**src/gps_pkg.sv**
```systemverilog
// Shared types and constants of the gather packet segmenter.
package gps_pkg;

    localparam int LEN_W   = 13;
    localparam int HDR_W   = 7;
    localparam int IDX_W   = 1;

    localparam logic [LEN_W-1:0] SEG_HI = LEN_W'(4096);
    localparam logic [LEN_W-1:0] PKT_LO = LEN_W'(128);
    localparam logic [HDR_W-1:0] HDR_HI = HDR_W'(64);

    // Configuration register indexes
    localparam logic [IDX_W-1:0] REG_PACKET_SIZE = 1'b0;
    localparam logic [IDX_W-1:0] REG_HEADER      = 1'b1;

    // Controller to datapath
    typedef struct packed {
        logic load;
        logic step;
    } gps_cmd_t;

    // Datapath to controller
    typedef struct packed {
        logic emit;
        logic last;
    } gps_sts_t;

    // One chunk descriptor
    typedef struct packed {
        logic [LEN_W-1:0] chunk_offset;
        logic [LEN_W-1:0] chunk_len;
        logic             chunk_zero_fill;
        logic             after_header;
        logic             packet_done;
        logic [LEN_W-1:0] packet_total;
        logic             message_done;
        logic             run_last;
    } gps_chunk_t;

endpackage

```
**src/gps_seg_if.sv**
```systemverilog
// Segment request channel.
interface gps_seg_if;
    logic                       valid;
    logic                       ready;
    logic [gps_pkg::LEN_W-1:0]  seg_len;
    logic                       seg_has_data;
    logic                       seg_is_final;

    modport source (output valid, output seg_len, output seg_has_data,
                    output seg_is_final, input ready);
    modport sink   (input valid, input seg_len, input seg_has_data,
                    input seg_is_final, output ready);
endinterface

```
**src/gps_chunk_if.sv**
```systemverilog
// Chunk descriptor request channel.
interface gps_chunk_if;
    logic                       valid;
    logic                       ready;
    logic [gps_pkg::LEN_W-1:0]  chunk_offset;
    logic [gps_pkg::LEN_W-1:0]  chunk_len;
    logic                       chunk_zero_fill;
    logic                       after_header;
    logic                       packet_done;
    logic [gps_pkg::LEN_W-1:0]  packet_total;
    logic                       message_done;
    logic                       run_last;

    modport source (output valid, output chunk_offset, output chunk_len,
                    output chunk_zero_fill, output after_header, output packet_done,
                    output packet_total, output message_done, output run_last,
                    input ready);
    modport sink   (input valid, input chunk_offset, input chunk_len,
                    input chunk_zero_fill, input after_header, input packet_done,
                    input packet_total, input message_done, input run_last,
                    output ready);
endinterface

```
**src/gps_cfg_if.sv**
```systemverilog
// Configuration write channel.
interface gps_cfg_if;
    logic                       valid;
    logic                       ready;
    logic [gps_pkg::IDX_W-1:0]  index;
    logic [gps_pkg::LEN_W-1:0]  data;

    modport source (output valid, output index, output data, input ready);
    modport sink   (input valid, input index, input data, output ready);
endinterface

```
**src/gather_packet_segmenter_core.sv**
```systemverilog
// Top level of the gather packet segmenter.
//
//  channel  direction  handshake       payload
//  seg      in         valid / ready   seg_len, seg_has_data, seg_is_final
//  chunk    out        valid / ready   chunk descriptor fields
//  cfg      in         valid / ready   index, data (always ready)
//
// A segment request is taken while idle, then one chunk is produced per
// cycle (1 to 33 chunks); an empty non-final segment gives no chunk. The
// output register stalls the step while a chunk waits on chunk.ready.
// Reset leaves 2048-byte packets, 16-byte header, an empty packet and the
// header due.
module gather_packet_segmenter_core #(
    parameter int MAX_PACKET_BYTES = 4096
) (
    input  logic         clk,
    input  logic         rst_n,
    gps_seg_if.sink      seg,
    gps_chunk_if.source  chunk,
    gps_cfg_if.sink      cfg
);

    // Upper clamp of the packet size
    localparam int PKT_HI = (MAX_PACKET_BYTES < 4096) ? MAX_PACKET_BYTES : 4096;

    gps_pkg::gps_cmd_t   cmd;
    gps_pkg::gps_sts_t   sts;
    gps_pkg::gps_chunk_t chunk_q;

    // Configuration is always taken; the user must write it only while idle; the block does not enforce this
    assign cfg.ready = 1'b1;

    gps_ctrl u_ctrl (
        .clk         (clk),
        .rst_n       (rst_n),
        .seg_valid   (seg.valid),
        .seg_ready   (seg.ready),
        .chunk_valid (chunk.valid),
        .chunk_ready (chunk.ready),
        .sts         (sts),
        .cmd         (cmd)
    );

    gps_dpath #(
        .PKT_HI (PKT_HI)
    ) u_dpath (
        .clk          (clk),
        .rst_n        (rst_n),
        .cfg_we       (cfg.valid),
        .cfg_index    (cfg.index),
        .cfg_data     (cfg.data),
        .seg_len      (seg.seg_len),
        .seg_has_data (seg.seg_has_data),
        .seg_is_final (seg.seg_is_final),
        .cmd          (cmd),
        .sts          (sts),
        .chunk        (chunk_q)
    );

    // Drive the descriptor fields from the output register
    assign chunk.chunk_offset    = chunk_q.chunk_offset;
    assign chunk.chunk_len       = chunk_q.chunk_len;
    assign chunk.chunk_zero_fill = chunk_q.chunk_zero_fill;
    assign chunk.after_header    = chunk_q.after_header;
    assign chunk.packet_done     = chunk_q.packet_done;
    assign chunk.packet_total    = chunk_q.packet_total;
    assign chunk.message_done    = chunk_q.message_done;
    assign chunk.run_last        = chunk_q.run_last;

`ifndef NO_ASSERTIONS
    // A taken segment always moves the controller out of idle
    a_load_busy: assert property (@(posedge clk) disable iff (!rst_n)
        seg.valid && seg.ready |=> !seg.ready)
        else $error("segment taken without leaving idle");

    // The message end is always the last chunk of its segment
    a_md_last: assert property (@(posedge clk) disable iff (!rst_n)
        chunk.valid && chunk.message_done |-> chunk.run_last)
        else $error("message end not on last chunk of segment");

    // Zero fill is never flagged on an empty chunk
    a_zf_len: assert property (@(posedge clk) disable iff (!rst_n)
        chunk.valid && chunk.chunk_len == '0 |-> !chunk.chunk_zero_fill)
        else $error("zero fill on empty chunk");

    // An open packet carries a non-zero fill unless the message just ended
    a_open_fill: assert property (@(posedge clk) disable iff (!rst_n)
        chunk.valid && !chunk.packet_done |->
            chunk.packet_total != '0 || chunk.message_done)
        else $error("open packet reported with zero fill");
`endif

endmodule

```
**src/gps_ctrl.sv**
```systemverilog
// Sequencing controller: accepts segments and paces chunk generation.
module gps_ctrl (
    input  logic              clk,
    input  logic              rst_n,
    input  logic              seg_valid,
    output logic              seg_ready,
    output logic              chunk_valid,
    input  logic              chunk_ready,
    input  gps_pkg::gps_sts_t sts,
    output gps_pkg::gps_cmd_t cmd
);

    typedef enum logic [1:0] {
        ST_IDLE = 2'b01,
        ST_RUN  = 2'b10
    } state_t;

    state_t state_reg, state_next;
    logic   out_valid_reg, out_valid_next;
    logic   out_free;

    assign seg_ready   = (state_reg == ST_IDLE);
    assign chunk_valid = out_valid_reg;
    assign out_free    = !out_valid_reg || chunk_ready;

    always_comb
    begin
        cmd.load   = seg_valid && seg_ready;
        cmd.step   = 1'b0;
        state_next = state_reg;
        case (state_reg)
            ST_IDLE:
            begin
                if (cmd.load)
                begin
                    state_next = ST_RUN;
                end
            end
            ST_RUN:
            begin
                cmd.step = out_free;
                if (out_free && sts.last)
                begin
                    state_next = ST_IDLE;
                end
            end
            default:
            begin
                state_next = ST_IDLE;
            end
        endcase
        out_valid_next = (out_valid_reg && !chunk_ready) || (cmd.step && sts.emit);
    end

    always_ff @(posedge clk or negedge rst_n)
    begin
        if (!rst_n)
        begin
            state_reg     <= ST_IDLE;
            out_valid_reg <= 1'b0;
        end
        else
        begin
            state_reg     <= state_next;
            out_valid_reg <= out_valid_next;
        end
    end

endmodule

```
**src/gps_dpath.sv**
```systemverilog
// Segmentation datapath: configuration, packet state and chunk arithmetic.
module gps_dpath #(
    parameter int PKT_HI = 4096
) (
    input  logic                       clk,
    input  logic                       rst_n,
    input  logic                       cfg_we,
    input  logic [gps_pkg::IDX_W-1:0]  cfg_index,
    input  logic [gps_pkg::LEN_W-1:0]  cfg_data,
    input  logic [gps_pkg::LEN_W-1:0]  seg_len,
    input  logic                       seg_has_data,
    input  logic                       seg_is_final,
    input  gps_pkg::gps_cmd_t          cmd,
    output gps_pkg::gps_sts_t          sts,
    output gps_pkg::gps_chunk_t        chunk
);

    localparam logic [gps_pkg::LEN_W-1:0] EFF_HI = gps_pkg::LEN_W'(PKT_HI);

    logic [gps_pkg::LEN_W-1:0] pkt_size_reg;
    logic [gps_pkg::HDR_W-1:0] hdr_size_reg;
    logic [gps_pkg::LEN_W-1:0] fill_reg, fill_next;
    logic                      hdr_pend_reg, hdr_pend_next;
    logic [gps_pkg::LEN_W-1:0] len_reg;
    logic [gps_pkg::LEN_W-1:0] pos_reg, pos_next;
    logic                      zf_reg;
    logic                      fin_reg;
    gps_pkg::gps_chunk_t       chunk_reg, res;

    logic [gps_pkg::LEN_W-1:0] eff, hb, base, room, remain, take, nf, pos_new;
    logic                      at_end, full, md, pd;

    always_comb
    begin
        if (pkt_size_reg < gps_pkg::PKT_LO)
            eff = gps_pkg::PKT_LO;
        else if (pkt_size_reg > EFF_HI)
            eff = EFF_HI;
        else
            eff = pkt_size_reg;
        hb = (hdr_size_reg > gps_pkg::HDR_HI) ? gps_pkg::LEN_W'(gps_pkg::HDR_HI)
                                               : gps_pkg::LEN_W'(hdr_size_reg);
    end

    always_comb
    begin
        base    = hdr_pend_reg ? hb : fill_reg;
        room    = eff - base;
        remain  = len_reg - pos_reg;
        take    = (room < remain) ? room : remain;
        nf      = base + take;
        pos_new = pos_reg + take;
        at_end  = (pos_new == len_reg);
        full    = (nf == eff);
        md      = at_end && fin_reg;
        pd      = full || md;

        res           = '0;
        sts.emit      = 1'b1;
        sts.last      = 1'b1;
        fill_next     = fill_reg;
        hdr_pend_next = hdr_pend_reg;
        pos_next      = pos_reg;

        if (len_reg == '0)
        begin
            // empty segment: close out the message when final
            sts.emit         = fin_reg;
            res.after_header = hdr_pend_reg;
            res.packet_done  = hdr_pend_reg || (fill_reg != '0);
            res.packet_total = hdr_pend_reg ? hb : fill_reg;
            res.message_done = 1'b1;
            res.run_last     = 1'b1;
            if (fin_reg)
            begin
                fill_next     = '0;
                hdr_pend_next = 1'b1;
            end
        end
        else if (base >= eff)
        begin
            // packet over-full after a size change: flush it first
            sts.last         = 1'b0;
            res.chunk_offset = pos_reg;
            res.packet_done  = 1'b1;
            res.packet_total = base;
            fill_next        = '0;
        end
        else
        begin
            sts.last            = at_end;
            res.chunk_offset    = pos_reg;
            res.chunk_len       = take;
            res.chunk_zero_fill = zf_reg;
            res.after_header    = hdr_pend_reg;
            res.packet_done     = pd;
            res.packet_total    = nf;
            res.message_done    = md;
            res.run_last        = at_end;
            hdr_pend_next       = md;
            fill_next           = pd ? '0 : nf;
            pos_next            = pos_new;
        end
    end

    assign chunk = chunk_reg;

    always_ff @(posedge clk or negedge rst_n)
    begin
        if (!rst_n)
        begin
            pkt_size_reg <= gps_pkg::LEN_W'(2048);
            hdr_size_reg <= gps_pkg::HDR_W'(16);
            fill_reg     <= '0;
            hdr_pend_reg <= 1'b1;
        end
        else
        begin
            if (cfg_we && cfg_index == gps_pkg::REG_PACKET_SIZE)
                pkt_size_reg <= cfg_data;
            if (cfg_we && cfg_index == gps_pkg::REG_HEADER)
                hdr_size_reg <= cfg_data[gps_pkg::HDR_W-1:0];
            if (cmd.step)
            begin
                fill_reg     <= fill_next;
                hdr_pend_reg <= hdr_pend_next;
            end
        end
    end

    always_ff @(posedge clk)
    begin
        if (cmd.load)
        begin
            len_reg <= (seg_len > gps_pkg::SEG_HI) ? gps_pkg::SEG_HI : seg_len;
            zf_reg  <= !seg_has_data;
            fin_reg <= seg_is_final;
            pos_reg <= '0;
        end
        else if (cmd.step)
        begin
            pos_reg <= pos_next;
        end
        if (cmd.step && sts.emit)
            chunk_reg <= res;
    end

endmodule
```
**src/flat_wrapper.sv**
```systemverilog
// flat-port wrapper written by rule: the top's interface ports become plain ports
module gather_packet_segmenter_core_flat 
#(
    parameter int MAX_PACKET_BYTES = 4096
)
  (clk, rst_n, seg_valid, seg_seg_len, seg_seg_has_data, seg_seg_is_final, seg_ready, chunk_valid, chunk_chunk_offset, chunk_chunk_len, chunk_chunk_zero_fill, chunk_after_header, chunk_packet_done, chunk_packet_total, chunk_message_done, chunk_run_last, chunk_ready, cfg_valid, cfg_index, cfg_data, cfg_ready);
  gps_seg_if seg_i ();
  gps_chunk_if chunk_i ();
  gps_cfg_if cfg_i ();
  input  logic clk;
  input  logic rst_n;
  input wire logic [$bits(seg_i.valid)-1:0] seg_valid;
  input wire logic [$bits(seg_i.seg_len)-1:0] seg_seg_len;
  input wire logic [$bits(seg_i.seg_has_data)-1:0] seg_seg_has_data;
  input wire logic [$bits(seg_i.seg_is_final)-1:0] seg_seg_is_final;
  output wire logic [$bits(seg_i.ready)-1:0] seg_ready;
  output wire logic [$bits(chunk_i.valid)-1:0] chunk_valid;
  output wire logic [$bits(chunk_i.chunk_offset)-1:0] chunk_chunk_offset;
  output wire logic [$bits(chunk_i.chunk_len)-1:0] chunk_chunk_len;
  output wire logic [$bits(chunk_i.chunk_zero_fill)-1:0] chunk_chunk_zero_fill;
  output wire logic [$bits(chunk_i.after_header)-1:0] chunk_after_header;
  output wire logic [$bits(chunk_i.packet_done)-1:0] chunk_packet_done;
  output wire logic [$bits(chunk_i.packet_total)-1:0] chunk_packet_total;
  output wire logic [$bits(chunk_i.message_done)-1:0] chunk_message_done;
  output wire logic [$bits(chunk_i.run_last)-1:0] chunk_run_last;
  input wire logic [$bits(chunk_i.ready)-1:0] chunk_ready;
  input wire logic [$bits(cfg_i.valid)-1:0] cfg_valid;
  input wire logic [$bits(cfg_i.index)-1:0] cfg_index;
  input wire logic [$bits(cfg_i.data)-1:0] cfg_data;
  output wire logic [$bits(cfg_i.ready)-1:0] cfg_ready;
  assign seg_i.valid = seg_valid;
  assign seg_i.seg_len = seg_seg_len;
  assign seg_i.seg_has_data = seg_seg_has_data;
  assign seg_i.seg_is_final = seg_seg_is_final;
  assign seg_ready = seg_i.ready;
  assign chunk_valid = chunk_i.valid;
  assign chunk_chunk_offset = chunk_i.chunk_offset;
  assign chunk_chunk_len = chunk_i.chunk_len;
  assign chunk_chunk_zero_fill = chunk_i.chunk_zero_fill;
  assign chunk_after_header = chunk_i.after_header;
  assign chunk_packet_done = chunk_i.packet_done;
  assign chunk_packet_total = chunk_i.packet_total;
  assign chunk_message_done = chunk_i.message_done;
  assign chunk_run_last = chunk_i.run_last;
  assign chunk_i.ready = chunk_ready;
  assign cfg_i.valid = cfg_valid;
  assign cfg_i.index = cfg_index;
  assign cfg_i.data = cfg_data;
  assign cfg_ready = cfg_i.ready;
  gather_packet_segmenter_core #(.MAX_PACKET_BYTES(MAX_PACKET_BYTES)) u_core (.clk(clk), .rst_n(rst_n), .seg(seg_i), .chunk(chunk_i), .cfg(cfg_i));
endmodule
```
**config.mk**
```make
export PLATFORM = sky130hd
export DESIGN_NAME = gather_packet_segmenter_core_flat
export DESIGN_NICKNAME = d
export VERILOG_FILES = /design/src/gps_pkg.sv /design/src/gps_seg_if.sv /design/src/gps_chunk_if.sv /design/src/gps_cfg_if.sv /design/src/gather_packet_segmenter_core.sv /design/src/gps_ctrl.sv /design/src/gps_dpath.sv /design/src/flat_wrapper.sv
export SDC_FILE = /design/constraint.sdc
export NUM_CORES = 1
export LEC_CHECK = 0
export BUFFER_PORTS_ARGS = -buffer_cell sky130_fd_sc_hd__buf_2
export CORE_MARGIN = 2
export CORE_UTILIZATION = 43
export DETAILED_ROUTE_END_ITERATION = 16
export HOLD_SLACK_MARGIN = 0.15
export SLEW_MARGIN = 20
export SYNTH_ARGS = -nofsm -noshare
export SYNTH_HDL_FRONTEND = slang
export SYNTH_HIERARCHICAL = 1
export SYNTH_SLANG_ARGS = --single-unit
```
**constraint.sdc**
```tcl
create_clock -name clk -period 10.35 [get_ports clk]
set_input_delay 1.035 -clock clk [delete_from_list [all_inputs] [get_ports clk]]
set_output_delay 1.035 -clock clk [all_outputs]
set_load 0.03 [all_outputs]
```
==> flow_metrics.py <==
metrics = {
    "final_layout": {
        "drive_gt1_frac": 0.172,
        "layout_common_cells": "nand2_1, buf_2, inv_1",
        "final_area_um2": 8940,
        "post-route-util": 0.481,
        "syn_to_final_growth_pct": 10.9,
        "largest_register_ffs": 44,
        "nets": 1012,
        "n_antenna_cell": 0,
        "layout_commonest_cell": "nand2_1",
        "fillers": 1792,
    },
    "timing": {
        "period_share": 0.809,
        "hold_violations": 0,
        "rsz0062_at_grt": "no",
        "post-route-min-period_ns": 8.37,
        "setup_ws_ns": 1.98,
        "max_slew_margin": 0.331,
        "drv_slew": 0,
        "finalSetupTns_ns": 0,
        "fmax_ghz": 0.119,
        "setup_violations": 0,
        "fin_worst_skew_ns": 0.0102,
        "worst_pin_slew_ns": 1.00,
    },
    "synth": {
        "syn_inst": 848,
        "syn_area_um2": 8060,
        "synth_area_leaders": "edfxtp_1, dfrtp_1, ha_1",
        "yosys_warnings": 6,
        "ys_async_sr_fraction": 0.339,
        "ys_types": 89,
        "ys_seq_area_frac": 0.367,
        "synth_edf_count": 59,
        "synth_top_area_frac": 0.220,
        "synth_nets": 947,
        "syn_avg_cell_area_um2": 9.51,
        "yosysTopAreaCell": "edfxtp_1",
        "synth_seq_cells": 109,
        "yosys_most_used_dff": "edfxtp_1",
    },
    "die": {
        "die_h_um": 141,
        "die_area_um2": 19900,
        "rows": 50,
        "io_pins": 81,
        "dieWidth_um": 141,
        "core_um2": 18600,
        "start_util": 0.434,
    },
    "clocking": {
        "ctsHoldBuffers": 0,
        "root_buffer": "clkbuf_16",
        "worstSkewPairLatency_ns": 0.36,
        "htreeDepth": 3,
        "cts_tree": "yes",
        "numCtsBuffers": 9,
        "cts_max_path_buffers": 2,
        "path_clk_slew_ns": 0.07,
        "cts_resized": 0,
        "clkSinkCount": 109,
        "cts_setup_buffers": 0,
    },
    "critical_path": {
        "cpPeakStageDelay_ns": 0.81,
        "cp_common_cell": "nand2_1",
        "reg2reg_to": "u_core/u_dpath/fill_reg[0]",
        "critPathRequiredTime_ns": 10.54,
        "endpoint_kind": "register",
        "reg2reg_slack_ns": 1.98,
        "start_kind": "register",
        "slowest_stage": "dfstp_2",
        "cp.arrival_ns": 8.56,
        "crit_path_max_fanout": 23,
        "reg2reg_from": "u_core/u_dpath/hdr_pend_reg",
        "rr_worst_depth": 29,
        "path_class": "register to register",
    },
    "min_path": {
        "min_to": "u_core/u_dpath/pos_reg[3]",
        "holdCritStartpoint": "u_core/u_dpath/pos_reg[3]",
        "hp-class": "register to register",
        "whs_path_depth": 2,
    },
    "route": {
        "wire_per_inst_um": 17.7,
        "antenna_left": 0,
        "drt_wl_total_mm": 20.4,
        "drc_errors": 0,
        "dr_total_vias": 6427,
        "drt_iter0_markers": 407,
        "dr.pass1.iters": 5,
        "vias_per_cell": 5.58,
    },
    "placement": {
        "port_buffers": 79,
        "dp_slack_ns": 2.07,
        "place_congestion": 0.891,
        "place_area_um2": 8650,
        "hpwl_mm": 15.4,
    },
    "global_route": {
        "grt_pass1_wl_mm": 33.1,
        "antenna_found_initial": 0,
        "grt_pass1_vias": 6112,
        "gr-total-overflow": 0,
        "grt.total_usage": 0.211,
        "grt_start_max_net_pins": 50,
    },
    "status": {
        "status": "finished, final reports clean",
    },
    "flow_run": {
        "drv_cap": 0,
    },
}
-- final cells by class --
class | instances | area (µm²) | share of cell area
Sequential cell | 109 | 2960 | 0.331
Timing Repair Buffer | 84 | 433 | 0.0484
Tap cell | 234 | 293 | 0.0327
Clock inverter | 5 | 58.8 | 0.00658
Inverter | 65 | 245 | 0.0274
Clock buffer | 11 | 233 | 0.0260
Multi-Input combinational cell | 644 | 4720 | 0.527
-- metrics by stage --
stage | hold WS [ns] | instances
3_3_place_gp | 0.477 | 1136
6_report | 0.496 | 1152
3_5_place_dp | 0.485 | 1136
5_1_grt | 0.524 | 1152
2_1_floorplan | 0.458 | 848
4_1_cts | 0.497 | 1152
-- synthesized netlist by cell type, drive strengths merged, types with 3 or more instances --
master / count
a2111oi: 3
a211oi: 13
a21o: 12
a21oi: 45
a311oi: 4
a31oi: 5
and2: 33
buf: 6
clkbuf: 24
dfrtp: 33
dfstp: 4
dfxtp: 13
edfxtp: 59
fa: 4
ha: 61
inv: 65
mux2: 22
mux2i: 7
nand2: 89
nand2b: 20
nand3: 7
nand4: 10
nor2: 51
nor2b: 26
nor3: 13
nor3b: 3
nor4: 8
o211ai: 9
o21a: 8
o21ai: 49
o21bai: 5
o221ai: 3
o22ai: 7
o31ai: 3
o41ai: 12
or2: 6
or3: 4
or4: 8
xnor2: 43
xnor3: 4
xor2: 15
-- critical path, delay by kind of cell (launching register included) --
family                   cells  cell delay (ns)
buffers and inverters        3             0.62
AND/OR/NAND/NOR              9             1.80
XOR/XNOR                     1             0.17
adder cells (fa/ha/maj)      3             1.13
flip-flops                   1             0.81
AO/OA/AOI/OAI               13             3.64
-- metal layers --
layer	track usage	vias up	routed length, µm
met5	0	-	0
met3	0.0343	24	792
met2	0.326	132	9090
li1	-	3185	-
met4	0.0558	0	316
met1	0.309	3086	10200
-- cell families after synthesis --
group,synth area share
mux,0.0410
flops,0.367
compound gates,0.178
other cells,0.000465
fa+ha+maj,0.105
xor+xnor,0.0743
buf+inv,0.0478
simple gates,0.187
-- worst max-delay path by stage --
stage / slack (ns) / endpoint / cells after the start / startpoint
detailed placement: 2.07 / u_core/u_dpath/fill_reg[0] / 29 / u_core/u_dpath/hdr_pend_reg
global route: 1.32 / u_core/u_dpath/fill_reg[0] / 28 / u_core/u_dpath/pkt_size_reg[10]
global placement: 2.28 / u_core/u_dpath/fill_reg[0] / 28 / u_core/u_dpath/pkt_size_reg[10]
finish: 1.98 / u_core/u_dpath/fill_reg[0] / 29 / u_core/u_dpath/hdr_pend_reg
CTS: 2.02 / u_core/u_dpath/fill_reg[0] / 28 / u_core/u_dpath/hdr_pend_reg
floorplan: 3.06 / u_core/u_dpath/fill_reg[0] / 31 / u_core/u_dpath/hdr_pend_reg
Power is left out: the tool's default activity adds up to more than one toggle a clock period on the data nets, which glitch-free logic cannot reach.
